==> src/rtl/core/clir_pkg.sv <==
// ----------------------------------------------------------------------------
// clir_pkg
// Types and constants shared by the line rasterizer core.
// ----------------------------------------------------------------------------
package clir_pkg;

   localparam int unsigned COORD_W = 6;
   localparam int unsigned COLOR_W = 8;
   localparam int unsigned OFFS_W  = 14;
   localparam int unsigned BYTES_PER_PIXEL_SHIFT = 2;

   // line command as accepted on the request channel
   typedef struct packed {
      logic [COORD_W-1:0] start_x;
      logic [COORD_W-1:0] start_y;
      logic [COORD_W-1:0] end_x;
      logic [COORD_W-1:0] end_y;
      logic [COLOR_W-1:0] start_red;
      logic [COLOR_W-1:0] start_green;
      logic [COLOR_W-1:0] start_blue;
      logic [COLOR_W-1:0] start_alpha;
      logic [COLOR_W-1:0] end_red;
      logic [COLOR_W-1:0] end_green;
      logic [COLOR_W-1:0] end_blue;
      logic [COLOR_W-1:0] end_alpha;
   } line_cmd_type;

   // one rasterized pixel
   typedef struct packed {
      logic [COORD_W-1:0] pixel_x;
      logic [COORD_W-1:0] pixel_y;
      logic [OFFS_W-1:0]  byte_offset;
      logic [COLOR_W-1:0] pixel_red;
      logic [COLOR_W-1:0] pixel_green;
      logic [COLOR_W-1:0] pixel_blue;
      logic [COLOR_W-1:0] pixel_alpha;
      logic               last_pixel;
   } pixel_type;

   // classified line, handed from front end to back end
   typedef struct packed {
      logic                      steep;
      logic                      minor_neg;
      logic [COORD_W-1:0]        x0;
      logic [COORD_W-1:0]        y0;
      logic [COORD_W-1:0]        major;
      logic [COORD_W-1:0]        minor;
      logic [2:0][COLOR_W-1:0]   c0;
      logic [2:0][COLOR_W:0]     diff;   // signed end - start
      logic [COLOR_W-1:0]        alpha;
   } setup_type;

   typedef enum logic [1:0] {
      BE_IDLE,
      BE_DIV,
      BE_EMIT
   } be_state_type;

endpackage

==> src/rtl/core/clir_stream_if.sv <==
// ----------------------------------------------------------------------------
// clir_stream_if
// Valid/ready channel carrying one payload type.
// ----------------------------------------------------------------------------
interface clir_stream_if #(
   parameter type payload_type = logic
);
   logic        valid;
   logic        ready;
   payload_type data;

   modport source (output valid, output data, input ready);
   modport sink   (input valid, input data, output ready);
endinterface

==> src/rtl/core/clir_front.sv <==
// ----------------------------------------------------------------------------
// clir_front
// Classify a line command (octant, ordering) into a registered setup record.
// ----------------------------------------------------------------------------
module clir_front (
   input  logic                 clock,
   input  logic                 reset,
   clir_stream_if.sink          req,
   output logic                 setup_valid,
   output clir_pkg::setup_type  setup,
   input  logic                 setup_ready
);
   localparam int unsigned CW = clir_pkg::COORD_W;

   logic                valid_ff, valid_in;
   clir_pkg::setup_type setup_ff, setup_in;

   logic [CW:0] sdx, sdy, adx, ady;
   logic        steep, swap;
   clir_pkg::line_cmd_type c;

   // classify the incoming command
   always_comb begin
      c     = req.data;
      sdx   = {1'b0, c.end_x} - {1'b0, c.start_x};
      sdy   = {1'b0, c.end_y} - {1'b0, c.start_y};
      adx   = sdx[CW] ? (~sdx + 1'b1) : sdx;
      ady   = sdy[CW] ? (~sdy + 1'b1) : sdy;
      steep = !(ady < adx);
      swap  = steep ? sdy[CW] : sdx[CW];
      setup_in.steep = steep;
      setup_in.x0    = swap ? c.end_x : c.start_x;
      setup_in.y0    = swap ? c.end_y : c.start_y;
      setup_in.major = steep ? ady[CW-1:0] : adx[CW-1:0];
      setup_in.minor = steep ? adx[CW-1:0] : ady[CW-1:0];
      // minor direction after ordering: sign flips with the swap
      setup_in.minor_neg = (steep ? sdx[CW] : sdy[CW]) ^ swap;
      if ((steep ? adx : ady) == '0) setup_in.minor_neg = 1'b0;
      setup_in.alpha = swap ? c.end_alpha : c.start_alpha;
      setup_in.c0[0] = swap ? c.end_red   : c.start_red;
      setup_in.c0[1] = swap ? c.end_green : c.start_green;
      setup_in.c0[2] = swap ? c.end_blue  : c.start_blue;
      setup_in.diff[0] = swap ? ({1'b0, c.start_red}   - {1'b0, c.end_red})
                              : ({1'b0, c.end_red}     - {1'b0, c.start_red});
      setup_in.diff[1] = swap ? ({1'b0, c.start_green} - {1'b0, c.end_green})
                              : ({1'b0, c.end_green}   - {1'b0, c.start_green});
      setup_in.diff[2] = swap ? ({1'b0, c.start_blue}  - {1'b0, c.end_blue})
                              : ({1'b0, c.end_blue}    - {1'b0, c.start_blue});
   end

   assign req.ready = !valid_ff || setup_ready;

   // hold the setup record until the back end takes it
   always_comb begin
      valid_in = valid_ff;
      if (req.ready) valid_in = req.valid;
   end

   always_ff @(posedge clock) begin
      if (reset) valid_ff <= 1'b0;
      else       valid_ff <= valid_in;
      if (req.valid && req.ready) setup_ff <= setup_in;
   end

   assign setup_valid = valid_ff;
   assign setup       = setup_ff;

   a_major_range: assert property (@(posedge clock) disable iff (reset)
      valid_ff |-> (setup_ff.minor <= setup_ff.major))
      else $error("minor exceeds major");
   a_hold: assert property (@(posedge clock) disable iff (reset)
      (valid_ff && !setup_ready) |=> (valid_ff && $stable(setup_ff.major)))
      else $error("setup dropped while stalled");
   a_zero_steep: assert property (@(posedge clock) disable iff (reset)
      (valid_ff && setup_ff.major == '0) |-> setup_ff.steep)
      else $error("zero-length line not steep");
endmodule

==> src/rtl/core/clir_back.sv <==
// ----------------------------------------------------------------------------
// clir_back
// Divide color differences, step Bresenham; one pixel a cycle unless stalled.
// ----------------------------------------------------------------------------
module clir_back #(
   parameter int unsigned TILE_WIDTH = 64
) (
   input  logic                 clock,
   input  logic                 reset,
   input  logic                 setup_valid,
   input  clir_pkg::setup_type  setup,
   output logic                 setup_ready,
   clir_stream_if.source        rsp
);
   localparam int unsigned CW = clir_pkg::COORD_W;
   localparam int unsigned KW = clir_pkg::COLOR_W;
   localparam int unsigned OW = clir_pkg::OFFS_W;
   localparam int unsigned EW = CW + 3;            // signed error term
   localparam int unsigned QB = $clog2(KW + 1);

   clir_pkg::be_state_type state_ff, state_in;
   clir_pkg::setup_type    job_ff, job_in;

   // restoring dividers, one quotient bit per cycle, three in parallel
   logic [KW-1:0] rem_ff [3], rem_in [3];
   logic [KW-1:0] quo_ff [3], quo_in [3];
   logic [QB-1:0] bit_ff, bit_in;

   logic [CW-1:0] px_ff, px_in, py_ff, py_in, cnt_ff, cnt_in;
   logic [EW-1:0] err_ff, err_in;
   logic [KW-1:0] cur_ff [3], cur_in [3];
   logic [KW:0]   inc [3];

   logic           out_valid_ff, out_valid_in;
   clir_pkg::pixel_type out_ff, out_in;
   logic           out_free;
   logic [KW:0]    mag [3];
   logic [KW:0]    trial [3];
   logic [OW-1:0]  offs;

   assign out_free    = !out_valid_ff || rsp.ready;
   assign setup_ready = (state_ff == clir_pkg::BE_IDLE);

   // signed increment from magnitude quotient
   always_comb begin
      for (int k = 0; k < 3; k++) begin
         mag[k] = job_ff.diff[k][KW] ? (~job_ff.diff[k] + 1'b1) : job_ff.diff[k];
         inc[k] = job_ff.diff[k][KW] ? (~{1'b0, quo_ff[k]} + 1'b1) : {1'b0, quo_ff[k]};
         trial[k] = {rem_ff[k], mag[k][bit_ff[QB-1:0] - 1'b1]};
      end
      offs = OW'((OW'(py_ff) * OW'(TILE_WIDTH) + OW'(px_ff))
             << clir_pkg::BYTES_PER_PIXEL_SHIFT);
   end

   // sequencer: next state, datapath updates and output register
   always_comb begin
      state_in     = state_ff;
      job_in       = job_ff;
      rem_in       = rem_ff;
      quo_in       = quo_ff;
      bit_in       = bit_ff;
      px_in        = px_ff;
      py_in        = py_ff;
      cnt_in       = cnt_ff;
      err_in       = err_ff;
      cur_in       = cur_ff;
      out_valid_in = out_valid_ff && !rsp.ready;
      out_in       = out_ff;
      case (state_ff)
         clir_pkg::BE_IDLE: begin
            if (setup_valid) begin
               job_in   = setup;
               px_in    = setup.x0;
               py_in    = setup.y0;
               cnt_in   = '0;
               err_in   = EW'({setup.minor, 1'b0}) - EW'(setup.major);
               for (int k = 0; k < 3; k++) begin
                  cur_in[k] = setup.c0[k];
                  rem_in[k] = '0;
                  quo_in[k] = '0;
               end
               bit_in   = QB'(KW);
               state_in = (setup.major == '0) ? clir_pkg::BE_EMIT : clir_pkg::BE_DIV;
            end
         end
         clir_pkg::BE_DIV: begin
            // one quotient bit per channel, MSB first
            for (int k = 0; k < 3; k++) begin
               if (trial[k] >= {3'b000, job_ff.major}) begin
                  rem_in[k] = KW'(trial[k] - {3'b000, job_ff.major});
                  quo_in[k] = {quo_ff[k][KW-2:0], 1'b1};
               end else begin
                  rem_in[k] = KW'(trial[k]);
                  quo_in[k] = {quo_ff[k][KW-2:0], 1'b0};
               end
            end
            bit_in = bit_ff - 1'b1;
            if (bit_ff == QB'(1)) state_in = clir_pkg::BE_EMIT;
         end
         clir_pkg::BE_EMIT: begin
            if (out_free) begin
               out_valid_in       = 1'b1;
               out_in.pixel_x     = px_ff;
               out_in.pixel_y     = py_ff;
               out_in.byte_offset = offs;
               out_in.pixel_red   = cur_ff[0];
               out_in.pixel_green = cur_ff[1];
               out_in.pixel_blue  = cur_ff[2];
               out_in.pixel_alpha = job_ff.alpha;
               out_in.last_pixel  = (cnt_ff == job_ff.major);
               // advance color and Bresenham step
               for (int k = 0; k < 3; k++)
                  cur_in[k] = KW'({1'b0, cur_ff[k]} + inc[k]);
               err_in = err_ff;
               if (!err_ff[EW-1] && err_ff != '0) begin
                  if (job_ff.steep)
                     px_in = job_ff.minor_neg ? px_ff - 1'b1 : px_ff + 1'b1;
                  else
                     py_in = job_ff.minor_neg ? py_ff - 1'b1 : py_ff + 1'b1;
                  err_in = err_in - EW'({job_ff.major, 1'b0});
               end
               err_in = err_in + EW'({job_ff.minor, 1'b0});
               if (job_ff.steep) py_in = py_in + 1'b1;
               else              px_in = px_in + 1'b1;
               cnt_in = cnt_ff + 1'b1;
               if (cnt_ff == job_ff.major) state_in = clir_pkg::BE_IDLE;
            end
         end
         default: state_in = clir_pkg::BE_IDLE;
      endcase
   end

   always_ff @(posedge clock) begin
      if (reset) begin
         state_ff     <= clir_pkg::BE_IDLE;
         out_valid_ff <= 1'b0;
      end else begin
         state_ff     <= state_in;
         out_valid_ff <= out_valid_in;
      end
      job_ff <= job_in;
      rem_ff <= rem_in;
      quo_ff <= quo_in;
      bit_ff <= bit_in;
      px_ff  <= px_in;
      py_ff  <= py_in;
      cnt_ff <= cnt_in;
      err_ff <= err_in;
      cur_ff <= cur_in;
      out_ff <= out_in;
   end

   assign rsp.valid = out_valid_ff;
   assign rsp.data  = out_ff;

   a_cnt_bound: assert property (@(posedge clock) disable iff (reset)
      (state_ff == clir_pkg::BE_EMIT) |-> (cnt_ff <= job_ff.major))
      else $error("pixel count past major length");
   a_take_idle: assert property (@(posedge clock) disable iff (reset)
      (setup_valid && setup_ready) |=> (state_ff != clir_pkg::BE_IDLE))
      else $error("setup taken without starting");
   a_last_ends: assert property (@(posedge clock) disable iff (reset)
      (state_ff == clir_pkg::BE_EMIT && out_free && cnt_ff == job_ff.major)
      |=> (state_ff == clir_pkg::BE_IDLE && out_ff.last_pixel))
      else $error("last pixel did not end the line");
endmodule

==> src/rtl/core/color_interpolating_line_rasterizer_core.sv <==
// ----------------------------------------------------------------------------
// color_interpolating_line_rasterizer_core
// Bresenham line rasterizer with per-pixel RGB interpolation.
//
//   channel  dir  payload                          handshake
//   req      in   line_cmd_type (ends + RGBA)      req_valid / req_ready
//   rsp      out  pixel_type (x, y, offset, RGBA)  rsp_valid / rsp_ready
//
// A line of major length N passes through setup, the dividers (skipped
// when N is 0) and the emission of N+1 pixels; the three parallel restoring
// dividers, one quotient bit a cycle, set the setup time.
// The front register takes the next command while one draws.
// Reset is synchronous and clears only control state. A stalled rsp holds
// the pixel in the output register and freezes the stepper.
// ----------------------------------------------------------------------------
module color_interpolating_line_rasterizer_core #(
   parameter int unsigned TILE_WIDTH = 64
) (
   input  logic                      clock,
   input  logic                      reset,
   input  logic                      req_valid,
   output logic                      req_ready,
   input  clir_pkg::line_cmd_type    req_data,
   output logic                      rsp_valid,
   input  logic                      rsp_ready,
   output clir_pkg::pixel_type       rsp_data
);
   clir_stream_if #(.payload_type(clir_pkg::line_cmd_type)) req_ch ();
   clir_stream_if #(.payload_type(clir_pkg::pixel_type))    rsp_ch ();

   logic                setup_valid, setup_ready;
   clir_pkg::setup_type setup;

   assign req_ch.valid = req_valid;
   assign req_ch.data  = req_data;
   assign req_ready    = req_ch.ready;
   assign rsp_valid    = rsp_ch.valid;
   assign rsp_data     = rsp_ch.data;
   assign rsp_ch.ready = rsp_ready;

   clir_front u_front (
      .clock       (clock),
      .reset       (reset),
      .req         (req_ch.sink),
      .setup_valid (setup_valid),
      .setup       (setup),
      .setup_ready (setup_ready)
   );

   clir_back #(.TILE_WIDTH(TILE_WIDTH)) u_back (
      .clock       (clock),
      .reset       (reset),
      .setup_valid (setup_valid),
      .setup       (setup),
      .setup_ready (setup_ready),
      .rsp         (rsp_ch.source)
   );
endmodule
==> config.mk <==
export PLATFORM = sky130hd
export DESIGN_NAME = color_interpolating_line_rasterizer_core
export DESIGN_NICKNAME = d
export VERILOG_FILES = /design/src/rtl/core/clir_pkg.sv /design/src/rtl/core/clir_stream_if.sv /design/src/rtl/core/clir_front.sv /design/src/rtl/core/clir_back.sv /design/src/rtl/core/color_interpolating_line_rasterizer_core.sv
export SDC_FILE = /design/constraint.sdc
export NUM_CORES = 1
export LEC_CHECK = 0
export BUFFER_PORTS_ARGS = -buffer_cell sky130_fd_sc_hd__buf_2
export CORE_ASPECT_RATIO = 1.1
export CORE_MARGIN = 3
export CORE_UTILIZATION = 32
export CTS_BUF_LIST = sky130_fd_sc_hd__clkbuf_4
export CTS_CLUSTER_DIAMETER = 50
export CTS_CLUSTER_SIZE = 28
export DETAILED_ROUTE_END_ITERATION = 10
export PLACE_DENSITY = 0.53
export SLEW_MARGIN = 15
export SYNTH_ARGS = -nofsm -noshare
export SYNTH_HDL_FRONTEND = slang
export SYNTH_SLANG_ARGS = --single-unit
==> constraint.sdc <==
create_clock -name clock -period 5.45 [get_ports clock]
set_input_delay 0.8175 -clock clock [delete_from_list [all_inputs] [get_ports clock]]
set_output_delay 0.8175 -clock clock [all_outputs]
set_load 0.01 [all_outputs]
==> results by group, run 1 <==
GRT
  • Total global-route track usage: 13.6%
  • Via count of the first global-routing pass: between 10,000 and 15,000
  • Initial antenna violation count: 2
  • Largest net degree at the start of global routing: 53
  • Remaining global-route overflow: 0
  • First-pass GRT wire length: about 64 mm

Logic synthesis
  • Synth top area share: approximately 48%
  • Sequential element share of the synthesized area: between 40 and 50%
  • Distinct cell type count after synthesis: 70
  • Post-synthesis average cell area: 11.1 µm²
  • Synth Cell Area: between 0.015 and 0.02 mm²
  • Main synth FF type: edfxtp_1
  • Post-synth EDFFs: approximately 280
  • FFs w/ async S/R, synth: 0%
  • YS warnings: 0
  • Count leader, synth: edfxtp_1
  • Area leader, netlist: edfxtp_1
  • Largest cells by area after synthesis: edfxtp_1, ha_1, xnor2_1
  • Top cells by count, synth: edfxtp_1, ha_1, nand2_1, inv_1, o21ai_0
  • Synthesized flop and latch total: 286
  • Mapped Cells: 1,587

Layout
  • Final core utilization: 36.4%
  • Layout fillers: around 5,400
  • Nets: just under 2,000
  • Syn-to-layout area delta: 12.0%
  • Layout cells sized above 1: between 15 and 20%
  • Fin area: between 0.015 and 0.02 mm²

Setup path
  • Critical path launch point type: flip-flop
  • Crit path max fanout: 9
  • CP dominant cell by count: ha_1
  • Slowest stage delay, CP: 0.56 ns
  • Crit-path cells: clkinv_1 -> ha_1 -> xor2_1 -> mux4_2 -> nand3_1 -> o41ai_1 -> nor3_1 -> ha_1 -> nor2b_1 -> o21ai_1 -> nand2b_1 -> a21o_1 -> a31o_2 -> or3b_1 -> mux2_1 -> nor2_1
  • Setup CP Type: reg2reg
  • R2r startpoint: u_back.bit_ff[0]
  • R2r setup slk: 0.84 ns
  • Critical Path RT: 6.03 ns
  • CP arrival: between 5 and 6 ns
  • WP depth: 16
  • Number of buffers and inverters on the critical path: 1
  • Reg2Reg Depth: 16
  • CP max stage cell: or3b_1
  • Critical R2R Capture: u_back.rem_ff[16]
  • Top Family by Delay on Critical Path: simple AND/OR/NAND/NOR gates
  • Critical Path End Type: flip-flop

Status
  • Status: finished, final reports clean

Placed design
  • Placed instance area: about 0.019 mm²
  • Routability cong.: between 0.8 and 0.9
  • PortBufs: 150
  • Dpl hpwl: slightly below 30 mm

Route
  • Drt drc: 0
  • First DRT Iteration DRCs: between 500 and 600
  • Routed length on met1: 18.3 mm
  • Vias per std cell: between 4 and 5
  • WL/cell: about 16 µm
  • Drt pass-1 iters: 5
  • Post-route antenna net violation count: 0
  • DR WL met3: ~1.1 mm
  • Total Wirelength: 39.7 mm
  • Routed wl met2: about 19 mm
  • Vias: roughly 12,000
  • Top layer reached by signal wires: met5

Clocking
  • CTS tree: built
  • Num CTS Buffers: 34
  • Clk buf depth: 3
  • Clk_lat worst skew: between 0.7 and 0.8 ns
  • Clock sink count: approximately 290
  • # hold bufs at CTS: 0
  • CTS root buf: clkbuf_4
  • # resized after CTS: 0
  • Clk slew on worst S/H paths: about 0.19 ns
  • Post-CTS Setup Repair Bufs: 0
  • CTS H-tree lvls: 2

Power
  • Max IR drop VDD: around 0.15 mV
  • Pwr Density: 363 mW/mm²
  • LEAKAGE: approximately 8 nW

STA
  • Slew Limit Headroom: between 40% and 50%
  • Hold slack: between 0.3 and 0.4 ns
  • Sum Neg Setup Slack: 0 ns
  • Post-Route Skew: a little under 0.08 ns
  • Setup violations, final: 0
  • Final worst-path cycle share: a little over four fifths
  • RSZ-0062 raised after global routing: no
  • Fin. max-slew vios: 0
  • Final Critical Period: ~4.6 ns
  • Hold Violations, Final: 0
  • Slew @ Worst Pin: a little over 0.8 ns
  • Fmax: approximately 220 MHz

Min path
  • WHS Endpoint: u_front.setup[5]
  • Hold/Removal Path Class: in2reg
  • WHS Path Cells: 2
  • Worst hold start: req_data[5]

Die
  • Starting Density: around a third
  • Core area: 0.0540 mm²
  • DIE WIDTH: around 230 µm
  • Die ar.: 0.0578 mm²
  • FP Rows: just under 90
  • Chip Height: around 250 µm
  • I/O pin total: between 150 and 200

Flow run
  • Max Cap Viol: 0
-- worst max-delay path by stage --
stage,startpoint,endpoint
6_report,u_back.bit_ff[0],u_back.rem_ff[16]
5_1_grt,u_back.bit_ff[0],u_back.rem_ff[16]
3_3_place_gp,req_data[64],u_front.setup[19]
4_1_cts,u_back.bit_ff[0],u_back.rem_ff[4]
2_1_floorplan,req_data[70],u_front.setup[35]
3_5_place_dp,req_data[64],u_front.setup[25]
-- where the power goes --
group / switching, mW / total, mW / internal [mW]
clock network: 0.898 / 1.40 / 0.498
registers: 0.234 / 3.17 / 2.94
logic: 1.41 / 2.57 / 1.16
total: 2.54 / 7.13 / 4.59
-- flip-flops by register name, indices dropped and copies added (netlist names) --
register,flops
u_back.rsp.data,45
u_back.cnt_ff,6
u_back.quo_ff,24
u_back.bit_ff,4
u_back.rsp.valid,1
u_front.setup_valid,1
u_back.px_ff,6
u_back.cur_ff,24
u_back.rem_ff,24
u_front.setup,85
u_back.job_ff,49
u_back.py_ff,6
u_back.err_ff,9
u_back.state_ff,2
-- cell families after synthesis --
kind of cell | Yosys count | share of synthesized area, %
xor+xnor | 138 | 6.88
mux | 67 | 4.16
flops | 286 | 48.7
compound gates | 350 | 12.3
fa+ha+maj | 162 | 12.3
simple gates | 409 | 11.5
other cells | 1 | 0.0213
buf+inv | 174 | 4.10
-- final cells by class --
cell class                      instances  area, µm²  share of cell area [%]
Sequential cell                       286       8550                    43.4
Tap cell                              728        911                    4.63
Multi-Input combinational cell       1128       8340                    42.4
Clock inverter                         25        283                    1.44
Inverter                              112        420                    2.14
Clock buffer                           36        270                    1.37
Antenna cell                            1       2.50                  0.0127
Timing Repair Buffer                  168        898                    4.57
-- cells in the final DEF, fill, tap and decap left out, types with 6 or more instances in the layout --
| cell type | n |
|---|---|
| nor3_1 | 17 |
| o31ai_1 | 11 |
| and2_1 | 25 |
| buf_2 | 150 |
| mux2_2 | 19 |
| clkbuf_4 | 36 |
| buf_4 | 17 |
| o21ai_0 | 100 |
| xor2_1 | 55 |
| nor2_1 | 88 |
| ha_1 | 143 |
| a21o_1 | 52 |
| a211oi_1 | 18 |
| fa_1 | 19 |
| o21ai_1 | 25 |
| or3_1 | 15 |
| a221o_1 | 6 |
| o211ai_1 | 9 |
| a21oi_1 | 85 |
| nand2b_1 | 39 |
| nand2_1 | 135 |
| o21bai_1 | 6 |
| inv_1 | 110 |
| xnor2_1 | 83 |
| nor2b_1 | 31 |
| mux2_1 | 6 |
| edfxtp_1 | 282 |
| mux2i_1 | 39 |
| nand3_1 | 13 |
-- through the flow --
| stage | setup slack [ns] | std cells | power [mW] |
|---|---|---|---|
| floorplan | 0.675 | 1588 | 5.14 |
| global placement | 0.354 | 2422 | 5.74 |
| detailed placement | 0.286 | 2422 | 5.80 |
| CTS | 0.807 | 2483 | 7.24 |
| global route | 0.428 | 2484 | 7.68 |
| finish | 0.839 | 2484 | 7.13 |
-- metal layers --
layer	global-route usage, %	vias up
met5	0	-
met4	3.78	2
met3	1.90	52
met2	23.8	152
met1	17.5	5722
li1	-	5968
Note: power is estimated with default switching activity, not from simulation.
==> run 2: changes to the inputs <==
clock period = 3.9 ns   (was 5.45 ns; I/O delays follow)
==> run 2 against run 1 <==
Compared with the run above: sequential power grew 39%; hold slack lost 0.27 ns; total power grew 46%; highest routed layer is now met4; critical endpoint is now u_back.rem_ff[1]; cell count grew 4.3%.
==> results by group, run 2 (synthesis gave the netlist of run 1 again) <==
Setup path
  • R2r startpoint: u_back.job_ff[30]
  • Reg2Reg Depth: 15 (-1)
  • R2r setup slk: 0.16 ns (-0.68 ns)
  • Crit path max fanout: 4 (-5)
  • Critical path launch point type: flip-flop
  • Critical Path End Type: flip-flop
  • Setup CP Type: reg2reg
  • Critical R2R Capture: u_back.rem_ff[1]
  • CP arrival: 4.33 ns (-0.86 ns)
  • Critical Path RT: 4.49 ns (-1.54 ns)

Die
  • Die ar.: 0.0578 mm² (unchanged)
  • Chip Height: 252 µm (unchanged)
  • Starting Density: 32.5% (unchanged)
  • DIE WIDTH: 229 µm (unchanged)
  • FP Rows: 89 (unchanged)
  • Core area: 0.0540 mm² (unchanged)
  • I/O pin total: 153 (unchanged)

Placed design
  • Placed instance area: 0.0202 mm² (+5.6%)
  • PortBufs: 150 (unchanged)
  • Placed instance count: 2,525 (+4.3%)
  • Pre-CTS WS: -0.569 ns (-0.856 ns)
  • Dpl hpwl: 30.2 mm (+4.6%)
  • Routability cong.: 0.817 (-1.8%)

STA
  • Final Critical Period: 3.74 ns (-0.866 ns)
  • Slew @ Worst Pin: 0.988 ns (+0.165 ns)
  • Hold Violations, Final: 0 (unchanged)
  • Final worst-path cycle share: 96.0% (+11 points)
  • Slew Limit Headroom: 34.1% (-11 points)
  • Sum Neg Setup Slack: 0 ns (unchanged)
  • Fmax: 267 MHz (+23%)
  • Hold slack: 0.115 ns (-0.267 ns)
  • Final WS setup: 0.156 ns (-0.684 ns)
  • RSZ-0062 raised after global routing: yes
  • Setup violations, final: 0 (unchanged)
  • Fin. max-slew vios: 0 (unchanged)
  • Post-Route Skew: 0.0307 ns (-0.0465 ns)

Layout
  • FF/Latch Area: 0.00855 mm² (unchanged)
  • Commonest non-fill, non-tap cell in the layout: edfxtp_1
  • Layout fillers: 5,234 (-2.6%)
  • Final core utilization: 38.8% (+2.4 points)
  • Area occupied by multi-input gates: 0.00874 mm² (+4.7%)
  • Final std cells w/o fill: 2,590 (+4.3%)
  • Fin area: 0.0210 mm² (+6.6%)
  • Syn-to-layout area delta: 19.3%
  • Layout cells sized above 1: 22.9% (+7.5 points)
  • Nets: 2,091 (+5.4%)
  • Largest register FFs: 85 (unchanged)
  • Commonest non-fill, non-tap cells in the layout: edfxtp_1, buf_2, ha_1

Power
  • Pint: 6.72 mW (+46%)
  • Clock share of power: 17.7% (-1.9 points)
  • Max IR drop VDD: 0.202 mV (+36%)
  • Comb pwr share: 40.0% (+4.0 points)
  • Pwr Density: 498 mW/mm² (+37%)
  • LEAKAGE: 8.83 nW (+8.4%)
  • Switching Share: 35.6% (about the same)
  • Reg power frac: 42.2% (-2.3 points)
  • NetSw: 3.72 mW (+46%)
  • Design Power: 10.4 mW (+46%)

Route
  • First DRT Iteration DRCs: 552 (-0.18%)
  • Vias per std cell: 4.73 (-1.3%)
  • Total Wirelength: 39.9 mm (+0.37%)
  • Drt drc: 0 (unchanged)
  • WL/cell: 15.4 µm (-3.7%)
  • Drt pass-1 iters: 5 (unchanged)
  • Post-route antenna net violation count: 0 (unchanged)
  • Vias: 12,200 (+2.9%)

Flow run
  • Max Cap Viol: 0 (unchanged)

GRT
  • First-pass GRT wire length: 64.6 mm (+1.2%)
  • Remaining global-route overflow: 0 (unchanged)
  • Via count of the first global-routing pass: 12,400 (+2.2%)
  • Total global-route track usage: 13.6% (+0.023 points)
  • Initial antenna violation count: 2 (unchanged)
  • Largest net degree at the start of global routing: 51 (-3.8%)

Min path
  • WHS Path Cells: 2 (unchanged)
  • WHS Endpoint: u_front.setup[2]
  • Hold/Removal Path Class: in2reg
  • Worst hold start: req_data[2]

Clocking
  • CTS H-tree lvls: 1 (-1)
  • Num CTS Buffers: 27 (-21%)
  • Clk buf depth: 3 (unchanged)
  • Clk slew on worst S/H paths: 0.20 ns (about the same)
  • Clk_lat worst skew: 0.77 ns (+0.05 ns)
  • CTS tree: built
  • Clock sink count: 286 (unchanged)
  • CTS root buf: clkbuf_4

Status
  • Status: finished, final reports clean
[run 2: cell types whose count changed in the layout (fill, tap and decap cells not counted), moves of 8 or more]
| cell | change |
|---|---|
| mux2_4 | +22 |
| mux2_2 | -16 |
| clkbuf_4 | -9 |
| o21ai_1 | +10 |
| buf_4 | +105 |
| o21ai_0 | -11 |
| a21oi_1 | -8 |
[run 2: how the worst max path moves through the flow]
stage	startpoint	end	slack, ns	depth (start not counted)
finish	u_back.job_ff[30]	u_back.rem_ff[1]	0.16	15
detailed placement	req_data[64]	u_front.setup[14]	-0.57	21
global placement	req_data[64]	u_front.setup[14]	-0.51	21
floorplan	req_data[64]	u_front.setup[4]	-0.28	17
global route	u_back.job_ff[12]	u_back.rem_ff[19]	-0.08	17
CTS	u_back.job_ff[11]	u_back.rem_ff[16]	0.05	17
[run 2: metal layers]
layer  global-route usage (%)  vias up  routed length, µm
li1                         -     6179                  -
met3                     1.41       49               1260
met5                        0        -                  0
met2                     23.9      164              19600
met4                     3.78        0                862
met1                     17.8     5852              18100
[run 2: cell type report]
| class | instances | share of cell area [%] |
|---|---|---|
| multi-input cells | 1129 | 41.7 |
| clock buffers | 27 | 0.967 |
| clock inverters | 22 | 1.55 |
| flip-flops and latches | 286 | 40.8 |
| well taps | 728 | 4.34 |
| repair buffers | 281 | 8.59 |
| inverters | 112 | 2.07 |
| diodes | 5 | 0.0597 |
[run 2: power groups by stage]
stage	Sequential, mW	Combinational (mW)	Clock (mW)
after global routing	4.48	4.72	2.04
after detailed placement	4.49	4.12	0
final	4.41	4.18	1.85
after global placement	4.48	4.04	0
after CTS	4.42	4.17	1.94
after floorplan	4.35	3.05	0
[run 2: critical path: stages (launching register included)]
cell	delay, ns
edfxtp_1	0.44
or3_4	0.42
or3b_4	0.39
nor2_1	0.09
o21ai_1	0.07
a41o_1	0.23
nor4_2	0.27
buf_4	0.18
ha_4	0.13
nor2b_2	0.04
o21ai_1	0.13
nand2b_1	0.10
a21oi_2	0.15
o21ai_2	0.08
or3b_2	0.56
a211oi_1	0.29
[run 2: what timing repair did]
item,CTS,global route
resized for setup,7,29
setup endpoints to repair,12,23
buffers inserted,0,8
hold buffers,2,0
cloned,0,1
pin swaps,1,17
endpoints found under the hold margin,4,0
